File: config.mk
export PLATFORM = sky130hd
export DESIGN_NAME = golomb_signed_encoder
export DESIGN_NICKNAME = d
export VERILOG_FILES = /design/src/rtl/gse_pkg.sv /design/src/rtl/gse_cfg.sv /design/src/rtl/gse_map.sv /design/src/rtl/gse_div.sv /design/src/rtl/gse_code.sv /design/src/rtl/golomb_signed_encoder.sv
export SDC_FILE = /design/constraint.sdc
export NUM_CORES = 2
export LEC_CHECK = 0
export BUFFER_PORTS_ARGS = -buffer_cell sky130_fd_sc_hd__buf_4
export CAP_MARGIN = 20
export CORE_MARGIN = 3
export CORE_UTILIZATION = 40
export DETAILED_ROUTE_END_ITERATION = 6
export PLACE_DENSITY = 0.59
export SLEW_MARGIN = 20
export SYNTH_ARGS = -nofsm -noshare
export SYNTH_HDL_FRONTEND = slang
export SYNTH_SLANG_ARGS = --single-unit
File: constraint.sdc
create_clock -name clk -period 31.4 [get_ports clk]
set_clock_uncertainty 0.15 [all_clocks]
set_input_delay 3.14 -clock clk [delete_from_list [all_inputs] [get_ports clk]]
set_output_delay 3.14 -clock clk [all_outputs]
set_load 0.02 [all_outputs]
File: src/rtl/gse_pkg.sv
`default_nettype none
// ---------------------------------------------------------------------------
// gse_pkg: shared widths, register indexes and types
// Constants and types shared by the Golomb encoder's modules.
// ---------------------------------------------------------------------------
package gse_pkg;

  localparam int VALUE_BITS_DEF = 16;   // default sample width
  localparam int DIV_W          = 16;   // golomb divisor width
  localparam int LOG_W          = 5;    // ceil(log2 m), 0..16
  localparam int ONES_W         = 17;
  localparam int CODE_W         = 16;
  localparam int LEN_W          = 5;
  localparam int TOTAL_W        = 17;
  localparam int OUT_FIELDS_W   = ONES_W + CODE_W + LEN_W + TOTAL_W;
  localparam int OUT_TDATA_W    = ((OUT_FIELDS_W + 7) / 8) * 8;

  localparam int CFG_ADDR_W     = 1;
  localparam int CFG_DATA_W     = 16;

  // configuration register indexes
  localparam logic [CFG_ADDR_W-1:0] REG_GOLOMB_DIVISOR = 1'd0;
  localparam logic [CFG_ADDR_W-1:0] REG_NEGATIVE_MODE  = 1'd1;

  // settings as seen by the datapath, with derived code parameters
  typedef struct packed {
    logic [DIV_W-1:0] divisor;     // m, zero already replaced by one
    logic             zigzag;      // negative_mode
    logic [LOG_W-1:0] log_m;       // b = ceil(log2 m)
    logic [DIV_W-1:0] thresh;      // t = 2^b - m
  } cfg_t;

endpackage
`default_nettype wire

File: src/rtl/gse_cfg.sv
`default_nettype none
// ---------------------------------------------------------------------------
// gse_cfg: configuration registers
// Holds the divisor and mapping mode and derives b and t at write time.
// ---------------------------------------------------------------------------
module gse_cfg (
  input  wire logic                             clk,
  input  wire logic                             rst_n,
  input  wire logic                             cfg_wr_en,
  input  wire logic [gse_pkg::CFG_ADDR_W-1:0]   cfg_addr,
  input  wire logic [gse_pkg::CFG_DATA_W-1:0]   cfg_wdata,
  output gse_pkg::cfg_t                         cfg
);

  localparam int DW = gse_pkg::DIV_W;
  localparam int LW = gse_pkg::LOG_W;

  gse_pkg::cfg_t cfg_r;

  logic [DW-1:0] m_nxt;
  logic [DW-1:0] m_dec;
  logic [LW-1:0] b_nxt;
  logic [DW:0]   pow_b;
  logic [DW:0]   t_wide;

  // zero divisor behaves as one
  assign m_nxt = (cfg_wdata[DW-1:0] == '0) ? DW'(1) : cfg_wdata[DW-1:0];
  assign m_dec = m_nxt - DW'(1);

  // ceil(log2 m) is the bit length of m - 1
  always_comb begin
    b_nxt = '0;
    for (int i = 0; i < DW; i++) begin
      if (m_dec[i]) begin
        b_nxt = LW'(i + 1);
      end
    end
  end

  assign pow_b  = (DW+1)'(1) << b_nxt;
  assign t_wide = pow_b - {1'b0, m_nxt};

  always_ff @(posedge clk) begin
    if (!rst_n) begin
      cfg_r.divisor <= DW'(1);
      cfg_r.zigzag  <= 1'b0;
      cfg_r.log_m   <= '0;
      cfg_r.thresh  <= '0;
    end else if (cfg_wr_en) begin
      unique case (cfg_addr)
        gse_pkg::REG_GOLOMB_DIVISOR: begin
          cfg_r.divisor <= m_nxt;
          cfg_r.log_m   <= b_nxt;
          cfg_r.thresh  <= t_wide[DW-1:0];
        end
        gse_pkg::REG_NEGATIVE_MODE: begin
          cfg_r.zigzag <= cfg_wdata[0];
        end
        default: begin
        end
      endcase
    end
  end

  assign cfg = cfg_r;

endmodule
`default_nettype wire

File: src/rtl/gse_map.sv
`default_nettype none
// ---------------------------------------------------------------------------
// gse_map: signed to non-negative mapping stage
// Sign-magnitude or zigzag mapping of one sample, registered.
// ---------------------------------------------------------------------------
module gse_map #(
  parameter int VALUE_BITS = gse_pkg::VALUE_BITS_DEF
) (
  input  wire logic                  clk,
  input  wire logic                  rst_n,
  input  wire logic                  en,
  input  wire logic                  zigzag,
  input  wire logic                  in_vld,
  input  wire logic [VALUE_BITS-1:0] sample,
  output logic                       map_vld,
  output logic [VALUE_BITS:0]        map_val
);

  logic                  vld_r;
  logic [VALUE_BITS:0]   val_r;
  logic [VALUE_BITS:0]   val_nxt;
  logic                  neg;
  logic [VALUE_BITS-1:0] mag;

  assign neg = sample[VALUE_BITS-1];
  // two's complement negate; the most negative code maps to 2^(VALUE_BITS-1)
  assign mag = neg ? (~sample + VALUE_BITS'(1)) : sample;

  always_comb begin
    if (!zigzag) begin
      val_nxt = {mag, neg};
    end else if (neg) begin
      val_nxt = {mag, 1'b0} - (VALUE_BITS+1)'(1);
    end else begin
      val_nxt = {mag, 1'b0};
    end
  end

  always_ff @(posedge clk) begin
    if (!rst_n) begin
      vld_r <= 1'b0;
    end else if (en) begin
      vld_r <= in_vld;
    end
  end

  always_ff @(posedge clk) begin
    if (en) begin
      val_r <= val_nxt;
    end
  end

  assign map_vld = vld_r;
  assign map_val = val_r;

endmodule
`default_nettype wire

File: src/rtl/gse_div.sv
`default_nettype none
// ---------------------------------------------------------------------------
// gse_div: pipelined restoring divider
// One quotient bit per stage; the dividend word shifts out while the
// quotient shifts in.
// ---------------------------------------------------------------------------
module gse_div #(
  parameter int VALUE_BITS = gse_pkg::VALUE_BITS_DEF
) (
  input  wire logic                       clk,
  input  wire logic                       rst_n,
  input  wire logic                       en,
  input  wire logic [gse_pkg::DIV_W-1:0]  divisor,
  input  wire logic                       dvd_vld,
  input  wire logic [VALUE_BITS:0]        dvd,
  output logic                            quo_vld,
  output logic [VALUE_BITS:0]             quo,
  output logic [gse_pkg::DIV_W-1:0]       rem
);

  localparam int NW = VALUE_BITS + 1;   // mapped value width, one stage per bit
  localparam int DW = gse_pkg::DIV_W;

  logic          vld_r  [NW];
  logic [NW-1:0] word_r [NW];
  logic [DW-1:0] rem_r  [NW];

  for (genvar s = 0; s < NW; s++) begin : g_stage
    logic          vld_in;
    logic [NW-1:0] word_in;
    logic [DW-1:0] rem_in;
    logic [DW:0]   trial;
    logic [DW:0]   diff;
    logic          ge;

    if (s == 0) begin : g_first
      assign vld_in  = dvd_vld;
      assign word_in = dvd;
      assign rem_in  = '0;
    end else begin : g_next
      assign vld_in  = vld_r[s-1];
      assign word_in = word_r[s-1];
      assign rem_in  = rem_r[s-1];
    end

    assign trial = {rem_in, word_in[NW-1]};
    assign diff  = trial - {1'b0, divisor};
    assign ge    = (trial >= {1'b0, divisor});

    always_ff @(posedge clk) begin
      if (!rst_n) begin
        vld_r[s] <= 1'b0;
      end else if (en) begin
        vld_r[s] <= vld_in;
      end
    end

    always_ff @(posedge clk) begin
      if (en) begin
        word_r[s] <= {word_in[NW-2:0], ge};
        rem_r[s]  <= ge ? diff[DW-1:0] : trial[DW-1:0];
      end
    end
  end

  assign quo_vld = vld_r[NW-1];
  assign quo     = word_r[NW-1];
  assign rem     = rem_r[NW-1];

endmodule
`default_nettype wire

File: src/rtl/gse_code.sv
`default_nettype none
// ---------------------------------------------------------------------------
// gse_code: truncated binary remainder and output register
// Forms the remainder codeword, lengths and the packed result beat.
// ---------------------------------------------------------------------------
module gse_code #(
  parameter int VALUE_BITS = gse_pkg::VALUE_BITS_DEF
) (
  input  wire logic                            clk,
  input  wire logic                            rst_n,
  input  wire logic                            en,
  input  wire gse_pkg::cfg_t                   cfg,
  input  wire logic                            quo_vld,
  input  wire logic [VALUE_BITS:0]             quo,
  input  wire logic [gse_pkg::DIV_W-1:0]       rem,
  output logic                                 out_vld,
  output logic [gse_pkg::OUT_TDATA_W-1:0]      out_data
);

  localparam int OW  = gse_pkg::ONES_W;
  localparam int CW  = gse_pkg::CODE_W;
  localparam int LW  = gse_pkg::LEN_W;
  localparam int TW  = gse_pkg::TOTAL_W;
  localparam int PW  = gse_pkg::OUT_TDATA_W - gse_pkg::OUT_FIELDS_W;

  logic                            vld_r;
  logic [gse_pkg::OUT_TDATA_W-1:0] data_r;

  logic          short_code;
  logic [OW-1:0] ones;
  logic [CW-1:0] code;
  logic [LW-1:0] len;
  logic [TW-1:0] total;

  // remainders below t save one bit
  assign short_code = (rem < cfg.thresh);
  assign code       = short_code ? rem : CW'(rem + cfg.thresh);
  assign len        = short_code ? (cfg.log_m - LW'(1)) : cfg.log_m;
  assign ones       = OW'(quo);
  assign total      = TW'(ones) + TW'(1) + TW'(len);

  always_ff @(posedge clk) begin
    if (!rst_n) begin
      vld_r <= 1'b0;
    end else if (en) begin
      vld_r <= quo_vld;
    end
  end

  always_ff @(posedge clk) begin
    if (en) begin
      data_r <= {PW'(0), total, len, code, ones};
    end
  end

  assign out_vld  = vld_r;
  assign out_data = data_r;

endmodule
`default_nettype wire

File: src/rtl/golomb_signed_encoder.sv
`default_nettype none
// ---------------------------------------------------------------------------
// golomb_signed_encoder: Golomb coder for signed samples
// Maps each sample to a non-negative value, divides by m and reports the
// unary quotient and a truncated binary remainder codeword.
// ---------------------------------------------------------------------------
// Takes one sample beat per clock unless stalled and gives one result
// beat per sample, in order. Stages: one mapping stage, one restoring
// divider stage per bit of the mapped value (VALUE_BITS + 1 stages), and the
// codeword/output register. The whole pipeline advances together whenever
// the output register is empty or being taken, so a held out_tready freezes
// every stage in place and in_tready drops in the same cycle. Divisor and
// mode are read live by the stages using them: write them only while no beat
// is in flight. A divisor of zero acts as one; with m equal to one the
// remainder field is empty and the codeword is the unary part alone.
// ---------------------------------------------------------------------------
module golomb_signed_encoder #(
  parameter int VALUE_BITS = gse_pkg::VALUE_BITS_DEF,
  localparam int IN_TDATA_W = ((VALUE_BITS + 7) / 8) * 8
) (
  input  wire logic                              clk,
  input  wire logic                              rst_n,

  // configuration write port
  input  wire logic                              cfg_wr_en,
  input  wire logic [gse_pkg::CFG_ADDR_W-1:0]    cfg_addr,
  input  wire logic [gse_pkg::CFG_DATA_W-1:0]    cfg_wdata,

  // sample stream
  input  wire logic                              in_tvalid,
  output logic                                   in_tready,
  input  wire logic [IN_TDATA_W-1:0]             in_tdata,   // sample_value

  // result stream
  output logic                                   out_tvalid,
  input  wire logic                              out_tready,
  // unary_ones[16:0], remainder_code[32:17], remainder_length[37:33],
  // total_length[54:38], zero pad above
  output logic [gse_pkg::OUT_TDATA_W-1:0]        out_tdata
);

  gse_pkg::cfg_t cfg;

  logic                          adv;        // pipeline advance
  logic                          map_vld;
  logic [VALUE_BITS:0]           map_val;
  logic                          quo_vld;
  logic [VALUE_BITS:0]           quo;
  logic [gse_pkg::DIV_W-1:0]     rem;

  // one shared advance: output slot free or being drained
  assign adv       = !out_tvalid || out_tready;
  assign in_tready = adv;

  gse_cfg u_cfg (
    .clk       (clk),
    .rst_n     (rst_n),
    .cfg_wr_en (cfg_wr_en),
    .cfg_addr  (cfg_addr),
    .cfg_wdata (cfg_wdata),
    .cfg       (cfg)
  );

  // stage 1: sign handling
  gse_map #(
    .VALUE_BITS (VALUE_BITS)
  ) u_map (
    .clk     (clk),
    .rst_n   (rst_n),
    .en      (adv),
    .zigzag  (cfg.zigzag),
    .in_vld  (in_tvalid),
    .sample  (in_tdata[VALUE_BITS-1:0]),
    .map_vld (map_vld),
    .map_val (map_val)
  );

  // stages 2 .. VALUE_BITS+2: quotient and remainder, one bit each
  gse_div #(
    .VALUE_BITS (VALUE_BITS)
  ) u_div (
    .clk     (clk),
    .rst_n   (rst_n),
    .en      (adv),
    .divisor (cfg.divisor),
    .dvd_vld (map_vld),
    .dvd     (map_val),
    .quo_vld (quo_vld),
    .quo     (quo),
    .rem     (rem)
  );

  // last stage: truncated binary code, lengths, output register
  gse_code #(
    .VALUE_BITS (VALUE_BITS)
  ) u_code (
    .clk      (clk),
    .rst_n    (rst_n),
    .en       (adv),
    .cfg      (cfg),
    .quo_vld  (quo_vld),
    .quo      (quo),
    .rem      (rem),
    .out_vld  (out_tvalid),
    .out_data (out_tdata)
  );

endmodule
`default_nettype wire
==> impl_metrics.json <==
{
  "yosysUniqueCellTypes": 77,
  "drcViolationCount": 0,
  "post_cts_resized": 0,
  "io_pins": 96,
  "place_area_um2": 41230,
  "post_cts_buffers": 0,
  "utilization": 0.4572,
  "synthToLayoutAreaGrowth_pct": 12.61,
  "slowest_stage": "nor3b_1",
  "final_cells": 4910,
  "p_sw_frac": 0.3654,
  "fp-row-count": 113,
  "synth_edf_count": 649,
  "postSynthCellCount": 3447,
  "path_max_fanout": 10,
  "crit_family": "compound AO/OA/AOI/OAI gates",
  "peakVddDrop_mv": 0.04709,
  "worstSetupPathType": "in2reg",
  "avgSynthCellArea_um2": 11.27,
  "grtUsageTotal": 0.1663,
  "grt.overflow.total": 0,
  "critPathMaxStageDelay_ns": 0.74,
  "fill_cells": 8816,
  "core-area_um2": 95720,
  "yosys-top-cells-area": "edfxtp_1, ha_1, xnor2_1",
  "layout.nets": 3954,
  "grt_start_max_net_pins": 180,
  "netlist.area_leader.share": 0.5014,
  "dp_cells": 4770,
  "max_freq_mhz": 117.9,
  "tns_ns": 0,
  "gp_congestion": 0.8210,
  "period_needed_ns": 8.484,
  "vias": 25970,
  "drtAntennaViolNets": 0,
  "drt_wl_total_um": 85430,
  "switchingPower_mw": 1.726,
  "cpMostUsedCell": "a21oi_1",
  "finish.instance_area_um2": 43760,
  "cts_buffers": 77,
  "antennaDiodeCount": 0,
  "clock-root-buffer": "clkbuf_16",
  "dr.pass1.iters": 6,
  "synth-seq-area-share": 0.5226,
  "die_w_um": 317.7,
  "wl_per_cell_um": 17.40,
  "min_period_over_period": 0.2702,
  "p_comb_frac": 0.460,
  "layout.cells.most_common": "edfxtp_1",
  "status": "completed",
  "path_clk_slew_ns": 0.06,
  "dieArea_um2": 100900,
  "vias_per_cell": 5.289,
  "arrival_ns": 8.85,
  "crit_buf_inv": 2,
  "mostFrequentLayoutCells": "edfxtp_1, ha_1, nand2_1, nor2_1, a21oi_1",
  "worst_setup_path_start_kind": "input pin",
  "cts_num_sinks": 690,
  "internal-power_mw": 2.997,
  "clockBufferDepth": 3,
  "drv_cap": 0,
  "syn_area_um2": 38860,
  "ys_seq_elements": 690,
  "synth_ff_type": "edfxtp_1",
  "cts_tree": "yes",
  "p_leak_nw": 16.85,
  "dpl.hpwl_um": 59380,
  "setup_violations": 0,
  "grt_pass1_vias": 25000,
  "ctsHoldBuffers": 0,
  "worst_slew_pin_slew_ns": 1.062,
  "grt_antenna_before_repair": 6,
  "rsz0062_at_grt": "no",
  "async_reset_ff_frac": 0,
  "cts_max_level": 3,
  "cp_data_required_time_ns": 31.77,
  "io_buffers": 94,
  "synth_top_cell_by_area": "edfxtp_1",
  "drive_gt1_frac": 0.1125,
  "die_y_um": 317.7,
  "maxSlewViolCount": 0,
  "first_iter_violations": 1833,
  "synth_warnings": 0,
  "clk_latency_ns": 0.64,
  "whs_ns": 0.2518,
  "power_density_nw_per_um2": 107.9,
  "synth_nets": 3817,
  "end_kind": "flip-flop",
  "seqPwrFrac": 0.351,
  "crit_chain": "buf_4, nor4_2, buf_4, a41oi_1, ha_1, nor3b_1, o21ai_0, a221oi_1, a221oi_1, o21a_1, o21ai_2, and2_1, nand3_1, nor2_1, ha_1, o21ai_0, a21oi_1, o311ai_0, o21a_1, o311ai_0, a21o_1, a21oi_1, xor2_1, a21oi_1",
  "start_util": 0.4060,
  "hold_path.class": "reg2reg",
  "power_frac_clock": 0.189,
  "grt_pass1_wl_um": 135700,
  "hold_viol_final": 0,
  "relSlewSlack": 0.2923
}
==> area by class of cell <==
| class | count | area, um2 | share of cell area |
|---|---|---|---|
| sequential | 690 | 20310 | 0.4641 |
| multi-input combinational | 2513 | 17680 | 0.4041 |
| clock buffer | 84 | 1963 | 0.04486 |
| tap | 1265 | 1583 | 0.03617 |
| timing repair buffer | 132 | 1016 | 0.02321 |
| inverter | 170 | 645.6 | 0.01475 |
| clock inverter | 56 | 561.8 | 0.01284 |
==> synth_stat cells, types with 5 or more instances <==
master    number
a31oi_1       19
a32oi_1        5
o22a_1         7
ha_1         313
nand2_1      293
o41ai_1       10
o31ai_1       24
buf_2          6
nand4_1       43
xnor2_1      171
nor2_1       276
mux2i_1       15
or4_1          5
a211oi_1      27
nor3b_1       11
a21boi_0      46
a21oi_1      273
a21o_1        56
nor2b_1       49
fa_1          19
o211a_1        7
o21ai_0      202
nor4_1        25
inv_1        170
nand3b_1       8
o21a_1        44
clkbuf_1      62
nand2b_1      62
a31o_2         8
mux2_2        97
nor3_1        71
xor2_1        83
or3_1         19
dfxtp_1       41
nand3_1       41
o211ai_1      22
and4_1        14
and3_1        32
edfxtp_1     649
or2_2         18
and2_1        18
o21bai_1      17
==> per-layer routing <==
layer  global-route usage  wire length (um)
met3              0.02499              3540
met4              0.04087              1704
met2               0.2745             39920
met5                    0                 0
met1               0.2302             40270
==> path summary, 6_finish.rpt <==
path	cells past startpoint	slack (ns)	start	endpoint
min reg2reg	0	0.25	u_div.word_r[1][28]	u_div.word_r[2][12]
max reg2reg	12	25.69	u_cfg.cfg[23]	u_div.rem_r[12][7]
min	0	0.25	u_div.word_r[1][28]	u_div.word_r[2][12]
max	24	22.92	cfg_wdata[1]	u_cfg.cfg[15]
==> power groups by stage <==
stage | sequential (mW) | clock, mW | combinational, mW
after floorplan | 1.65 | 0 | 1.66
final | 1.66 | 0.892 | 2.17
after detailed placement | 1.68 | 0 | 2.16
after global routing | 1.69 | 0.959 | 2.45
after CTS | 1.66 | 0.923 | 2.18
after global placement | 1.68 | 0 | 2.14
==> logic make-up (layout without fill, tap and decap cells) <==
group | count (synthesis) | in the layout | share of synthesized area
adders and majority gates | 332 | 332 | 0.1106
AOI/OAI and AO/OA | 815 | 815 | 0.1295
buffers and inverters | 244 | 442 | 0.02434
muxes | 112 | 112 | 0.03197
xor gates and xnor gates | 254 | 254 | 0.05724
DFF | 690 | 690 | 0.5226
and+or+nand+nor | 999 | 999 | 0.1237
other | 1 | 1 | 0.00009649
==> metrics by stage <==
step | total power [mW] | worst slack (ns)
CTS | 4.764 | 23.00
floorplan | 3.315 | 7.444
global route | 5.105 | 22.37
finish | 4.723 | 22.92
detailed placement | 3.842 | 22.37
global placement | 3.815 | 22.36
==> flip-flops by register name, summed over array words and instances, names as in the netlist <==
name,count
u_code.out_vld,1
u_code.out_data,55
u_cfg.cfg,38
u_div.vld_r,17
u_div.rem_r,272
u_map.map_val,17
u_map.map_vld,1
u_div.word_r,289
Note: power is estimated with default switching activity, not from simulation.
